<file path="src/rtl/core/alist_pkg.sv">
`default_nettype none
package alist_pkg;

    localparam int POS_W  = 7;
    localparam int VAL_W  = 32;
    localparam int OP_W   = 2;
    localparam int ST_W   = 2;
    localparam int IN_TDATA_W  = 40;
    localparam int OUT_TDATA_W = 48;

    typedef enum logic [OP_W-1:0] {
        OP_INSERT = 2'd0,
        OP_DELETE = 2'd1,
        OP_LOCATE = 2'd2,
        OP_GET    = 2'd3
    } t_opcode;

    typedef enum logic [ST_W-1:0] {
        ST_OK      = 2'd0,
        ST_RANGE   = 2'd1,
        ST_FULL    = 2'd2,
        ST_MISSING = 2'd3
    } t_status;

endpackage
`default_nettype wire

</file>
<file path="src/rtl/core/array_list_engine_top.sv">
// Ordered list engine: up to DEPTH signed 32-bit elements kept in one
// single-port-write, registered-read memory, plus an element count.
// Input channel (s_axis): tuser carries the opcode (insert, delete, locate,
// get), tdata the 1-based position and the value. Output channel (m_axis):
// tuser carries the status, tdata the element, the found position, the
// count after the operation and the empty flag.
// One item is worked at a time. The memory port moves one word a cycle:
//   insert at p <= n with n stored: words n down to p each move one slot up,
//   then the value is written at p
//   insert at the tail (p = n + 1): the value is written with no shift
//   delete at p: word p is read out, then words p + 1 up to n move one slot down
//   locate: words are compared from position 1 until a match or the tail
//   get: word p is read; refused items go straight to the output register
// The longest items are those that shift or scan through the whole memory.
// Reset clears the count and the output register; memory contents are not
// cleared and never read before written. When the receiver stalls, one result
// waits in the output register while the next item is taken and worked; that
// item then holds until the register is taken.
`default_nettype none
module array_list_engine_top
    import alist_pkg::*;
#(
    parameter int DEPTH = 64
) (
    input  wire logic                   i_clk,
    input  wire logic                   i_rst_n,
    input  wire logic                   i_s_axis_tvalid,
    output logic                        o_s_axis_tready,
    // [6:0] position, [38:7] value, [39] zero
    input  wire logic [IN_TDATA_W-1:0]  i_s_axis_tdata,
    // [1:0] opcode
    input  wire logic [OP_W-1:0]        i_s_axis_tuser,
    output logic                        o_m_axis_tvalid,
    input  wire logic                   i_m_axis_tready,
    // [31:0] element, [38:32] found_position, [45:39] list_count,
    // [46] is_empty, [47] zero
    output logic [OUT_TDATA_W-1:0]      o_m_axis_tdata,
    // [1:0] status
    output logic [ST_W-1:0]             o_m_axis_tuser
);

    localparam int AW = (DEPTH > 1) ? $clog2(DEPTH) : 1;

    logic             mem_we;
    logic [AW-1:0]    mem_waddr;
    logic [VAL_W-1:0] mem_wdata;
    logic             mem_re;
    logic [AW-1:0]    mem_raddr;
    logic [VAL_W-1:0] mem_rdata;

    alist_mem #(
        .DEPTH (DEPTH),
        .AW    (AW)
    ) u_mem (
        .i_clk   (i_clk),
        .i_we    (mem_we),
        .i_waddr (mem_waddr),
        .i_wdata (mem_wdata),
        .i_re    (mem_re),
        .i_raddr (mem_raddr),
        .o_rdata (mem_rdata)
    );

    alist_seq #(
        .DEPTH (DEPTH),
        .AW    (AW)
    ) u_seq (
        .i_clk           (i_clk),
        .i_rst_n         (i_rst_n),
        .i_s_axis_tvalid (i_s_axis_tvalid),
        .o_s_axis_tready (o_s_axis_tready),
        .i_s_axis_tdata  (i_s_axis_tdata),
        .i_s_axis_tuser  (i_s_axis_tuser),
        .o_m_axis_tvalid (o_m_axis_tvalid),
        .i_m_axis_tready (i_m_axis_tready),
        .o_m_axis_tdata  (o_m_axis_tdata),
        .o_m_axis_tuser  (o_m_axis_tuser),
        .o_mem_we        (mem_we),
        .o_mem_waddr     (mem_waddr),
        .o_mem_wdata     (mem_wdata),
        .o_mem_re        (mem_re),
        .o_mem_raddr     (mem_raddr),
        .i_mem_rdata     (mem_rdata)
    );

endmodule
`default_nettype wire

</file>
<file path="src/rtl/core/alist_mem.sv">
`default_nettype none
module alist_mem
    import alist_pkg::*;
#(
    parameter int DEPTH = 64,
    parameter int AW    = 6
) (
    input  wire logic             i_clk,
    input  wire logic             i_we,
    input  wire logic [AW-1:0]    i_waddr,
    input  wire logic [VAL_W-1:0] i_wdata,
    input  wire logic             i_re,
    input  wire logic [AW-1:0]    i_raddr,
    output logic      [VAL_W-1:0] o_rdata
);

    logic [VAL_W-1:0] r_mem [DEPTH];

    always_ff @(posedge i_clk) begin
        if (i_we) begin
            r_mem[i_waddr] <= i_wdata;
        end
    end

    always_ff @(posedge i_clk) begin
        if (i_re) begin
            o_rdata <= r_mem[i_raddr];
        end
    end

endmodule
`default_nettype wire

</file>
<file path="src/rtl/core/alist_seq.sv">
`default_nettype none
module alist_seq
    import alist_pkg::*;
#(
    parameter int DEPTH = 64,
    parameter int AW    = 6
) (
    input  wire logic                   i_clk,
    input  wire logic                   i_rst_n,
    input  wire logic                   i_s_axis_tvalid,
    output logic                        o_s_axis_tready,
    input  wire logic [IN_TDATA_W-1:0]  i_s_axis_tdata,
    input  wire logic [OP_W-1:0]        i_s_axis_tuser,
    output logic                        o_m_axis_tvalid,
    input  wire logic                   i_m_axis_tready,
    output logic [OUT_TDATA_W-1:0]      o_m_axis_tdata,
    output logic [ST_W-1:0]             o_m_axis_tuser,
    output logic                        o_mem_we,
    output logic [AW-1:0]               o_mem_waddr,
    output logic [VAL_W-1:0]            o_mem_wdata,
    output logic                        o_mem_re,
    output logic [AW-1:0]               o_mem_raddr,
    input  wire logic [VAL_W-1:0]       i_mem_rdata
);

    localparam int CW = $clog2(DEPTH + 1);
    localparam int PW = ((CW > POS_W) ? CW : POS_W) + 1;

    typedef enum logic [3:0] {
        S_IDLE, S_UP, S_UP_LAST, S_INS_WR, S_DN, S_DN_LAST,
        S_SCAN, S_SCAN_LAST, S_GET, S_GET_W, S_FIN
    } t_state;

    // what to do with the word coming back from the memory this cycle
    typedef enum logic [1:0] {P_NONE, P_WR, P_CAP, P_CMP} t_pend;

    t_state           r_state;
    t_pend            r_pend;
    logic [CW-1:0]    r_cnt;
    logic [PW-1:0]    r_idx;
    logic [PW-1:0]    r_pw;
    logic [PW-1:0]    r_pos;
    logic [VAL_W-1:0] r_val;
    t_status          r_status;
    logic [VAL_W-1:0] r_elem;
    logic [POS_W-1:0] r_found;
    logic             r_ovalid;
    logic [OUT_TDATA_W-1:0] r_odata;
    logic [ST_W-1:0]  r_ouser;

    t_opcode          in_op;
    logic [PW-1:0]    in_pos;
    logic [PW-1:0]    cnt_w;
    logic             hit;

    assign in_op  = t_opcode'(i_s_axis_tuser);
    assign in_pos = PW'(i_s_axis_tdata[POS_W-1:0]);
    assign cnt_w  = PW'(r_cnt);
    assign hit    = (r_pend == P_CMP) && (i_mem_rdata == r_val);

    assign o_s_axis_tready = (r_state == S_IDLE);
    assign o_m_axis_tvalid = r_ovalid;
    assign o_m_axis_tdata  = r_odata;
    assign o_m_axis_tuser  = r_ouser;

    always_comb begin
        o_mem_re    = (r_state == S_UP) || (r_state == S_DN) ||
                      (r_state == S_SCAN) || (r_state == S_GET);
        o_mem_raddr = r_idx[AW-1:0];
        if (r_state == S_INS_WR) begin
            o_mem_we    = 1'b1;
            o_mem_waddr = AW'(r_pos - PW'(1));
            o_mem_wdata = r_val;
        end else begin
            o_mem_we    = (r_pend == P_WR);
            o_mem_waddr = r_pw[AW-1:0];
            o_mem_wdata = i_mem_rdata;
        end
    end

    always_ff @(posedge i_clk) begin
        if (!i_rst_n) begin
            r_state  <= S_IDLE;
            r_pend   <= P_NONE;
            r_cnt    <= '0;
            r_ovalid <= 1'b0;
        end else begin
            r_pend <= P_NONE;
            if (r_pend == P_CAP) begin
                r_elem <= i_mem_rdata;
            end
            if (r_ovalid && i_m_axis_tready) begin
                r_ovalid <= 1'b0;
            end

            case (r_state)
                S_IDLE: begin
                    if (i_s_axis_tvalid) begin
                        r_pos    <= in_pos;
                        r_val    <= i_s_axis_tdata[POS_W +: VAL_W];
                        r_status <= ST_OK;
                        r_elem   <= '0;
                        r_found  <= '0;
                        r_state  <= S_FIN;
                        case (in_op)
                            OP_INSERT: begin
                                if (in_pos == '0 || in_pos > cnt_w + PW'(1)) begin
                                    r_status <= ST_RANGE;
                                end else if (cnt_w == PW'(DEPTH)) begin
                                    r_status <= ST_FULL;
                                end else if (in_pos == cnt_w + PW'(1)) begin
                                    r_state <= S_INS_WR;
                                end else begin
                                    r_idx   <= cnt_w - PW'(1);
                                    r_state <= S_UP;
                                end
                            end
                            OP_DELETE: begin
                                if (in_pos == '0 || in_pos > cnt_w) begin
                                    r_status <= ST_RANGE;
                                end else begin
                                    r_idx   <= in_pos - PW'(1);
                                    r_state <= S_DN;
                                end
                            end
                            OP_LOCATE: begin
                                if (cnt_w == '0) begin
                                    r_status <= ST_MISSING;
                                end else begin
                                    r_idx   <= '0;
                                    r_state <= S_SCAN;
                                end
                            end
                            default: begin
                                if (in_pos == '0 || in_pos > cnt_w) begin
                                    r_status <= ST_RANGE;
                                end else begin
                                    r_idx   <= in_pos - PW'(1);
                                    r_state <= S_GET;
                                end
                            end
                        endcase
                    end
                end
                // walk down from the tail, each word moves one slot up
                S_UP: begin
                    r_pend <= P_WR;
                    r_pw   <= r_idx + PW'(1);
                    if (r_idx == r_pos - PW'(1)) begin
                        r_state <= S_UP_LAST;
                    end else begin
                        r_idx <= r_idx - PW'(1);
                    end
                end
                S_UP_LAST: begin
                    r_state <= S_INS_WR;
                end
                S_INS_WR: begin
                    r_cnt   <= r_cnt + CW'(1);
                    r_state <= S_FIN;
                end
                // walk up from the hole; the first word read is the deleted one
                S_DN: begin
                    r_pend <= (r_idx == r_pos - PW'(1)) ? P_CAP : P_WR;
                    r_pw   <= r_idx - PW'(1);
                    if (r_idx == cnt_w - PW'(1)) begin
                        r_state <= S_DN_LAST;
                    end else begin
                        r_idx <= r_idx + PW'(1);
                    end
                end
                S_DN_LAST: begin
                    r_cnt   <= r_cnt - CW'(1);
                    r_state <= S_FIN;
                end
                S_SCAN: begin
                    if (hit) begin
                        r_found <= POS_W'(r_pw + PW'(1));
                        r_state <= S_FIN;
                    end else begin
                        r_pend <= P_CMP;
                        r_pw   <= r_idx;
                        if (r_idx == cnt_w - PW'(1)) begin
                            r_state <= S_SCAN_LAST;
                        end else begin
                            r_idx <= r_idx + PW'(1);
                        end
                    end
                end
                S_SCAN_LAST: begin
                    if (hit) begin
                        r_found <= POS_W'(r_pw + PW'(1));
                    end else begin
                        r_status <= ST_MISSING;
                    end
                    r_state <= S_FIN;
                end
                S_GET: begin
                    r_pend  <= P_CAP;
                    r_state <= S_GET_W;
                end
                S_GET_W: begin
                    r_state <= S_FIN;
                end
                S_FIN: begin
                    // hold until the output register is free
                    if (!r_ovalid || i_m_axis_tready) begin
                        r_ovalid <= 1'b1;
                        r_ouser  <= r_status;
                        r_odata  <= {1'b0, (r_cnt == '0), POS_W'(cnt_w), r_found, r_elem};
                        r_state  <= S_IDLE;
                    end
                end
                default: begin
                    r_state <= S_IDLE;
                end
            endcase
        end
    end

endmodule
`default_nettype wire
</file>
<file path="config.mk">
export PLATFORM = sky130hd
export DESIGN_NAME = array_list_engine_top
export DESIGN_NICKNAME = d
export VERILOG_FILES = /design/src/rtl/core/alist_pkg.sv /design/src/rtl/core/array_list_engine_top.sv /design/src/rtl/core/alist_mem.sv /design/src/rtl/core/alist_seq.sv
export SDC_FILE = /design/constraint.sdc
export NUM_CORES = 2
export LEC_CHECK = 0
export ABC_AREA = 0
export CORE_AREA = 5 5 378 380
export DETAILED_ROUTE_END_ITERATION = 7
export DIE_AREA = 0 0 383 385
export DONT_BUFFER_PORTS = 1
export GPL_TIMING_DRIVEN = 0
export PLACE_DENSITY = 0.79
export SETUP_SLACK_MARGIN = 0.4
export SLEW_MARGIN = 40
export SYNTH_ARGS = -nofsm -noshare
export SYNTH_HDL_FRONTEND = slang
export SYNTH_SLANG_ARGS = --single-unit
</file>
<file path="constraint.sdc">
create_clock -name i_clk -period 6 [get_ports i_clk]
set_input_delay 0.6 -clock i_clk [delete_from_list [all_inputs] [get_ports i_clk]]
set_output_delay 0.6 -clock i_clk [all_outputs]
set_load 0.01 [all_outputs]
</file>
======== Word level (Yosys, flattened, before mapping) ========
Memory sizes are Yosys's and may differ from the RTL's. A register that Yosys moved wholly into a read port is not among the register bits.
Cells that the tools add are included.
storage, ports and cells
  register bits after elaboration ......... 158
  memory bits (writable) .................. 2048
  input port bits ......................... 46
  output and inout port bits .............. 52
  logic and storage cells ................. 140
  memories kept ........................... 1
memories
  memory       words  width  read ports  clocked after Yosys merged registers in  write ports  line             text
  u_mem.r_mem  64     32     1           1                                        1            alist_mem.sv:17  logic [VAL_W-1:0] r_mem [DEPTH];
operators by class
  add/sub/neg operators ................... 9
  $lt $le $gt $ge ......................... 2
  equal/unequal tests ..................... 34
  mux-type cells .......................... 53
  reductions and logical operators ........ 28
operators by type and width
  cell                                                                   count
  32-bit 2-to-1 mux                                                      4
  8-bit 2-to-1 mux                                                       9
  4-bit 2-to-1 mux                                                       10
  32-bit equality test                                                   1
  4-bit case mux with 8 select lines                                     1
  8-bit case mux with 4 select lines                                     1
  7-bit case mux with 2 select lines                                     2
  7-bit by 1-bit subtractor with 8-bit output, second input constant     3
  7-bit 2-to-1 mux                                                       3
  7-bit case mux with 3 select lines                                     1
  2-bit 2-to-1 mux                                                       9
  4-bit by 3-bit equality test with 1-bit output, second input constant  4
  8-bit equality test                                                    2
  8-bit logical NOT                                                      2
  8-bit case mux with 2 select lines                                     1
  7-bit by 1-bit adder with 7-bit output, second input constant          2
  4-bit equality test, second input constant                             3
  2-bit != test, second input constant                                   6
  3-bit != test, second input constant                                   4
  4-bit case mux with 3 select lines                                     1
  10-bit AND reduction                                                   1
  3-bit AND reduction                                                    3
  7-bit by 1-bit adder with 8-bit output, second input constant          1
  8-bit by 1-bit adder with 8-bit output, second input constant          1
  other kinds (30)                                                       51

======== Logic depth before layout (Yosys ltp) ========
  depth in word-level cells ............... 8
  gate-level depth with buffers ........... 13
  depth with buffers taken out ............ 12

======== Cells and area by module ========
Synthesis repeated with hierarchy kept, for this count alone.
unflattened totals
  cell total of the unflattened synthesis .. 4335
  area, all modules ....................... 87923.1 um^2
by module, submodules not included
  module     times used  cells an instance  area each (um^2)  seq. area each (um^2)
  alist_mem  1           3511               79359.9           62459.9
  alist_seq  1           824                8563.2            4604.4

======== Least setup slack after synthesis ========
Ideal clock, no wire load.
  kind .................................... flip-flop to flip-flop
  start point ............................. register u_seq.r_cnt[3]
  end point ............................... register u_seq.r_idx[0] (enable)
  library setup time ...................... 0.398 ns
  arrival ................................. 3.233 ns
  required time ........................... 5.602 ns
  setup slack ............................. 2.370 ns
  stages on the path, launching flop included .. 13
  buffers on the path ..................... 1
  period minus slack after synthesis ...... 3.630 ns
  cell sequence ........................... dfxtp_1 -> clkbuf_1 -> and3_1 -> nand3_1 -> xnor2_1 -> ha_1 -> nand4_1 -> or2_2 -> o211ai_1 -> nand2_1 -> o211ai_1 -> a21oi_1 -> nor4b_1
on the way
  cells in the longest elaborated chain, start to end .. 5
  elaborated cells between the ends (all ways) .. 14
  classes of those cells .................. 1 x add/sub; 2 x order compare; 7 x eq/ne; 4 x reduce/logical
RTL lines
  element                                                   line                                text
  start: declaration                                        alist_seq.sv:39                     logic [CW-1:0] r_cnt;
  start signal: assignment                                  alist_seq.sv:159                    r_cnt <= r_cnt + CW'(1);
  start signal: assignment                                  alist_seq.sv:173                    r_cnt <= r_cnt - CW'(1);
  7-bit by 1-bit adder with 8-bit output                    alist_seq.sv:107, alist_seq.sv:111
  7-bit by 8-bit greater-than comparator with 1-bit output  alist_seq.sv:107                    if (in_pos == '0 || in_pos > cnt_w + PW'(1)) begin
  1-bit logical OR                                          alist_seq.sv:107
  3-bit != test (no source line)                            --
  10-bit AND reduction (no source line) (*)                 --
  end signal: assignment                                    alist_seq.sv:114                    r_idx <= cnt_w - PW'(1);
  end signal: assignment                                    alist_seq.sv:122                    r_idx <= in_pos - PW'(1);
  end signal: assignment                                    alist_seq.sv:138                    r_idx <= in_pos - PW'(1);
  end: declaration                                          alist_seq.sv:40                     logic [PW-1:0] r_idx;
Mark *: on every way between the ends. The rest lies on a longest branch, timed or not.
A chain may end at the register's enable or synchronous reset.

======== Worst setup path in the final report ========
  start point ............................. register u_seq.r_state[1]
  end point ............................... memory u_mem.r_mem[45][6] (enable)
on the way
  cells in the longest elaborated chain, start to end .. 4
  elaborated cells between the ends (all ways) .. 5
  classes of those cells .................. 1 x eq/ne; 4 x mux
RTL lines
  element                                             line              text
  start: declaration                                  alist_seq.sv:37   t_state r_state;
  start signal: assignment                            alist_seq.sv:83   r_state <= S_IDLE;
  start signal: assignment                            alist_seq.sv:104  r_state <= S_FIN;
  start signal: assignment                            alist_seq.sv:112  r_state <= S_INS_WR;
  4-bit by 2-bit equality test with 1-bit output (*)  alist_seq.sv:70   if (r_state == S_INS_WR) begin
  1-bit 2-to-1 mux                                    alist_seq.sv:70
  1-bit 2-to-1 mux                                    alist_mem.sv:20   if (i_we) begin
  1-bit 2-to-1 mux (not written as such)              alist_mem.sv:21   r_mem[i_waddr] <= i_wdata;
  end: declaration                                    alist_mem.sv:17
Marks and branches as above.

==> results.yml <==
outcome:
  outcome: "finished with violations"
  violations: "design-rule violations"
sta:
  hold_violations: 0
  slew_headroom: 0.392
  worstMarginPinSlew_ns: 0.913
  rsz0062_at_grt: "false"
  skew_ns: 0.0595
  finalSetupViolCount: 0
  holdWs_ns: 0.0620
  setup_tns_ns: 0
  final.period_utilization: 0.762
  period_needed_ns: 4.57
  fmax_mhz: 219
  drv_slew: 0
routing:
  totalWireLength_um: 279000
  via_count: 48400
  dr.pass1.iters: 8
  first_iter_violations: 9134
  viasPerCell: 7.73
  route.detailed.drc: 1
  avgRoutedWirePerCell_um: 44.6
  postRouteAntennaNets: 0
finish:
  multi_input_area_mm2: 0.0199
  fin_cells: 6260
  fillerInstances: 6835
  finalNetCount: 4332
  drive_gt1_frac: 0.312
  area_growth_pct: 16.0
  post-route-cell-area_mm2: 0.101
  seq_area_mm2: 0.0671
synth:
  synthCells: 3840
  synth-edff-count: 2224
  synth_fa_ha_area_frac: 0.00425
  yosysWarnings: 0
  ys_ff_latch: 2238
  syn_nets: 3915
  synthArstFlopShare: 0
  syn_area_mm2: 0.0871
  synth_area_per_cell_um2: 22.7
  synth_top_family_by_area: "multiplexers"
  synth-seq-area-share: 0.770
  muxShareOfSynthArea: 0.174
  synth_cell_types: 67
  synth-main-ff-cell: "edfxtp_1"
  synth-xor-area-share: 0.00850
  yosys.area_share.simple: 0.0225
  synth_compound_area_frac: 0.0102
min_path:
  hold_start: "i_rst_n"
  hp-class: "in -> reg"
  holdPathEnd: "u_seq.r_elem[2]$_DFFE_PP_"
  worst_hold_path.num_cells: 1
critical_path:
  cp-end-kind: "flop"
  cpMaxStageDelayCell: "nor2_4"
  worst-r2r-setup-slack_ns: 1.43
  crit_type: "reg -> reg"
  cpPeakStageDelay_ns: 0.71
  path_max_fanout: 13
  ff2ff_path_depth: 10
  reg2reg_from: "u_seq.r_state[1]$_SDFFE_PN0P_"
  cp_data_arrival_time_ns: 5.14
  cp_cell_sequence: "nand2b_1, nor2_1, clkbuf_1, clkbuf_1, nor2_1, a21oi_2, nand2_1, nor2_4, buf_16, buf_8"
  cp-start-kind: "flop"
  worstPathRequired_ns: 6.56
  reg2reg_to: "u_mem.r_mem[45][6]$_DFFE_PP_"
grt:
  grt_usage: 0.385
  overflow: 0
  first_global_vias: 47500
  antenna_found_initial: 33
  grt_max_degree: 65
  grt_pass1_wl_um: 384000
clock_tree:
  clk_root_buffer_cell: "clkbuf_16"
  post_cts_buffers: 0
  clock-sinks: 2238
  htree_levels: 4
  clkSlewWorstSetupHoldPaths_ns: 0.07
  insertion_delay_ns: 0.88
  numCtsBuffers: 205
  cts-resized-gates: 0
  cts_max_path_buffers: 3
  cts_tree: "built"
pwr:
  power.internal_w: 0.0302
  clkPwrFrac: 0.311
  p_leak_nw: 31.8
  p_total_w: 0.0435
  power.share.sequential: 0.465
  power_density_mw_per_mm2: 430
  comb_power_share: 0.224
  p_sw_w: 0.0132
  switching_share: 0.304
  vdd_drop_max_mv: 0.437
run:
  maxCapViolCount: 0
floorplan:
  core-area_mm2: 0.139
  num_rows: 137
  fp.dieH_um: 385
  io_pins: 98
  die_w_um: 383
  start_util: 0.628
  fp.dieArea_mm2: 0.147
place:
  io_buffers: 0
  dp_hpwl_um: 166000
  place_congestion: 0.923
  placed_area_mm2: 0.0938
  dp.cells: 5815
==> power groups by stage <==
stage               Combinational (W)  Clock [W]  Sequential [W]
floorplan                     0.00444          0          0.0205
global placement              0.00757          0          0.0209
detailed placement            0.00885          0          0.0205
CTS                           0.00924     0.0135          0.0202
global route                  0.00977     0.0142          0.0202
finish                        0.00973     0.0135          0.0202
==> routing by layer <==
metal	share of wire	wire length, um	vias up	global-route usage
met5	0.00031	86	-	0.000331
met4	0.089	24900	10	0.261
met3	0.15	42800	1288	0.139
met2	0.46	128000	5519	0.580
met1	0.30	84000	24500	0.475
li1	-	-	17100	-
==> placed cells by master (no fill, tap or decap), drive strengths merged, types with 3 or more instances in the layout <==
cell         synthesis  routed
edfxtp            2224    2224
mux4               672     672
clkbuf             112     373
buf                 86     250
nand2              217     217
nor2               120     120
clkinv               0      87
a21oi               70      70
xor2                42      42
xnor2               40      40
dlygate4sd3          0      40
inv                 23      33
ha                  28      28
bufinv               0      25
diode                0      23
nand3               20      20
nor3                18      18
o21ai               17      17
dfxtp               14      14
nor4                13      13
and3                 9       9
a31oi                8       8
nor2b                7       7
nand4                7       7
a22oi                6       6
o22ai                6       6
a21o                 6       6
and2                 6       6
nor3b                6       6
nand3b               5       5
nand2b               5       5
or3                  5       5
a221oi               5       5
or2                  5       5
o211ai               4       4
a211oi               3       3
a32oi                3       3
clkinvlp             0       3
==> layout make-up <==
type / count / share of cell area
Tap cell: 1807 / 0.0224
Multi-Input combinational cell: 1381 / 0.197
Timing Repair Buffer: 210 / 0.0392
Clock buffer: 255 / 0.0537
Sequential cell: 2238 / 0.664
Clock inverter: 125 / 0.0133
Inverter: 23 / 0.000854
Antenna cell: 23 / 0.000570
Buffer: 198 / 0.00936
==> worst max-delay path: cells and delay by family (launching register included) <==
kind            cells  cell delay (ns)
simple gates        5             1.85
buf+inv             4             1.43
flops               1             0.47
compound gates      1             0.49
==> synth_stat cells, drive strengths merged (9+ instances only) <==
cell / number / area [um2]
dfxtp: 14 / 280
xnor2: 40 / 350
xor2: 42 / 368
mux4: 672 / 15100
edfxtp: 2224 / 66800
buf: 86 / 449
nor2: 120 / 450
clkbuf: 112 / 420
nor4: 13 / 87.6
nand3: 20 / 100
ha: 28 / 350
nand2: 217 / 815
and3: 9 / 56.3
o21ai: 17 / 85.1
nor3: 18 / 95.1
a21oi: 70 / 350
inv: 23 / 86.3
==> flip-flops by register name, summed over array words and instances, names as in the netlist, 4 cells and up <==
register and count:
u_seq.r_val 32, u_seq.r_pos 7, u_seq.o_m_axis_tdata 47, u_mem.r_mem 2048
u_seq.r_state 4, u_seq.r_pw 7, u_seq.r_cnt 7, u_seq.r_elem 32
u_seq.r_idx 8, u_mem.o_rdata 32, u_seq.r_found 7
==> per-stage QoR <==
stage	setup WS, ns	utilization
after floorplan	2.37	-
after global placement	-0.181	0.644
after detailed placement	1.48	0.675
after CTS	1.34	0.727
after global routing	1.42	0.727
final	1.43	0.728
==> cells by family after synthesis <==
kind of cell,after synthesis
muxes,674
DFF,2238
xor gates and xnor gates,83
buffers and inverters,221
and+or+nand+nor,449
AOI/OAI and AO/OA,145
other,1
adders and majority gates,29
==> repair_timing <==
item | 4_1_cts | 5_1_grt
endpoints found under the hold margin | 73 | 0
hold buffers | 41 | 0
setup endpoints to repair | 0 | 0
==> worst max path at each step <==
stage | depth (start not counted) | slack, ns | to | from
2_1_floorplan | 12 | 2.37 | u_seq.r_idx[0]$_DFFE_PP_ | u_seq.r_cnt[3]$_SDFFE_PN0P_
3_3_place_gp | 8 | -0.18 | u_mem.r_mem[57][12]$_DFFE_PP_ | u_seq.r_state[1]$_SDFFE_PN0P_
3_5_place_dp | 10 | 1.48 | u_mem.r_mem[45][6]$_DFFE_PP_ | u_seq.r_state[1]$_SDFFE_PN0P_
4_1_cts | 10 | 1.34 | u_mem.r_mem[45][6]$_DFFE_PP_ | u_seq.r_state[1]$_SDFFE_PN0P_
5_1_grt | 10 | 1.42 | u_mem.r_mem[45][6]$_DFFE_PP_ | u_seq.r_state[1]$_SDFFE_PN0P_
6_report | 10 | 1.43 | u_mem.r_mem[45][6]$_DFFE_PP_ | u_seq.r_state[1]$_SDFFE_PN0P_
Power figures use the tool's default switching activity.
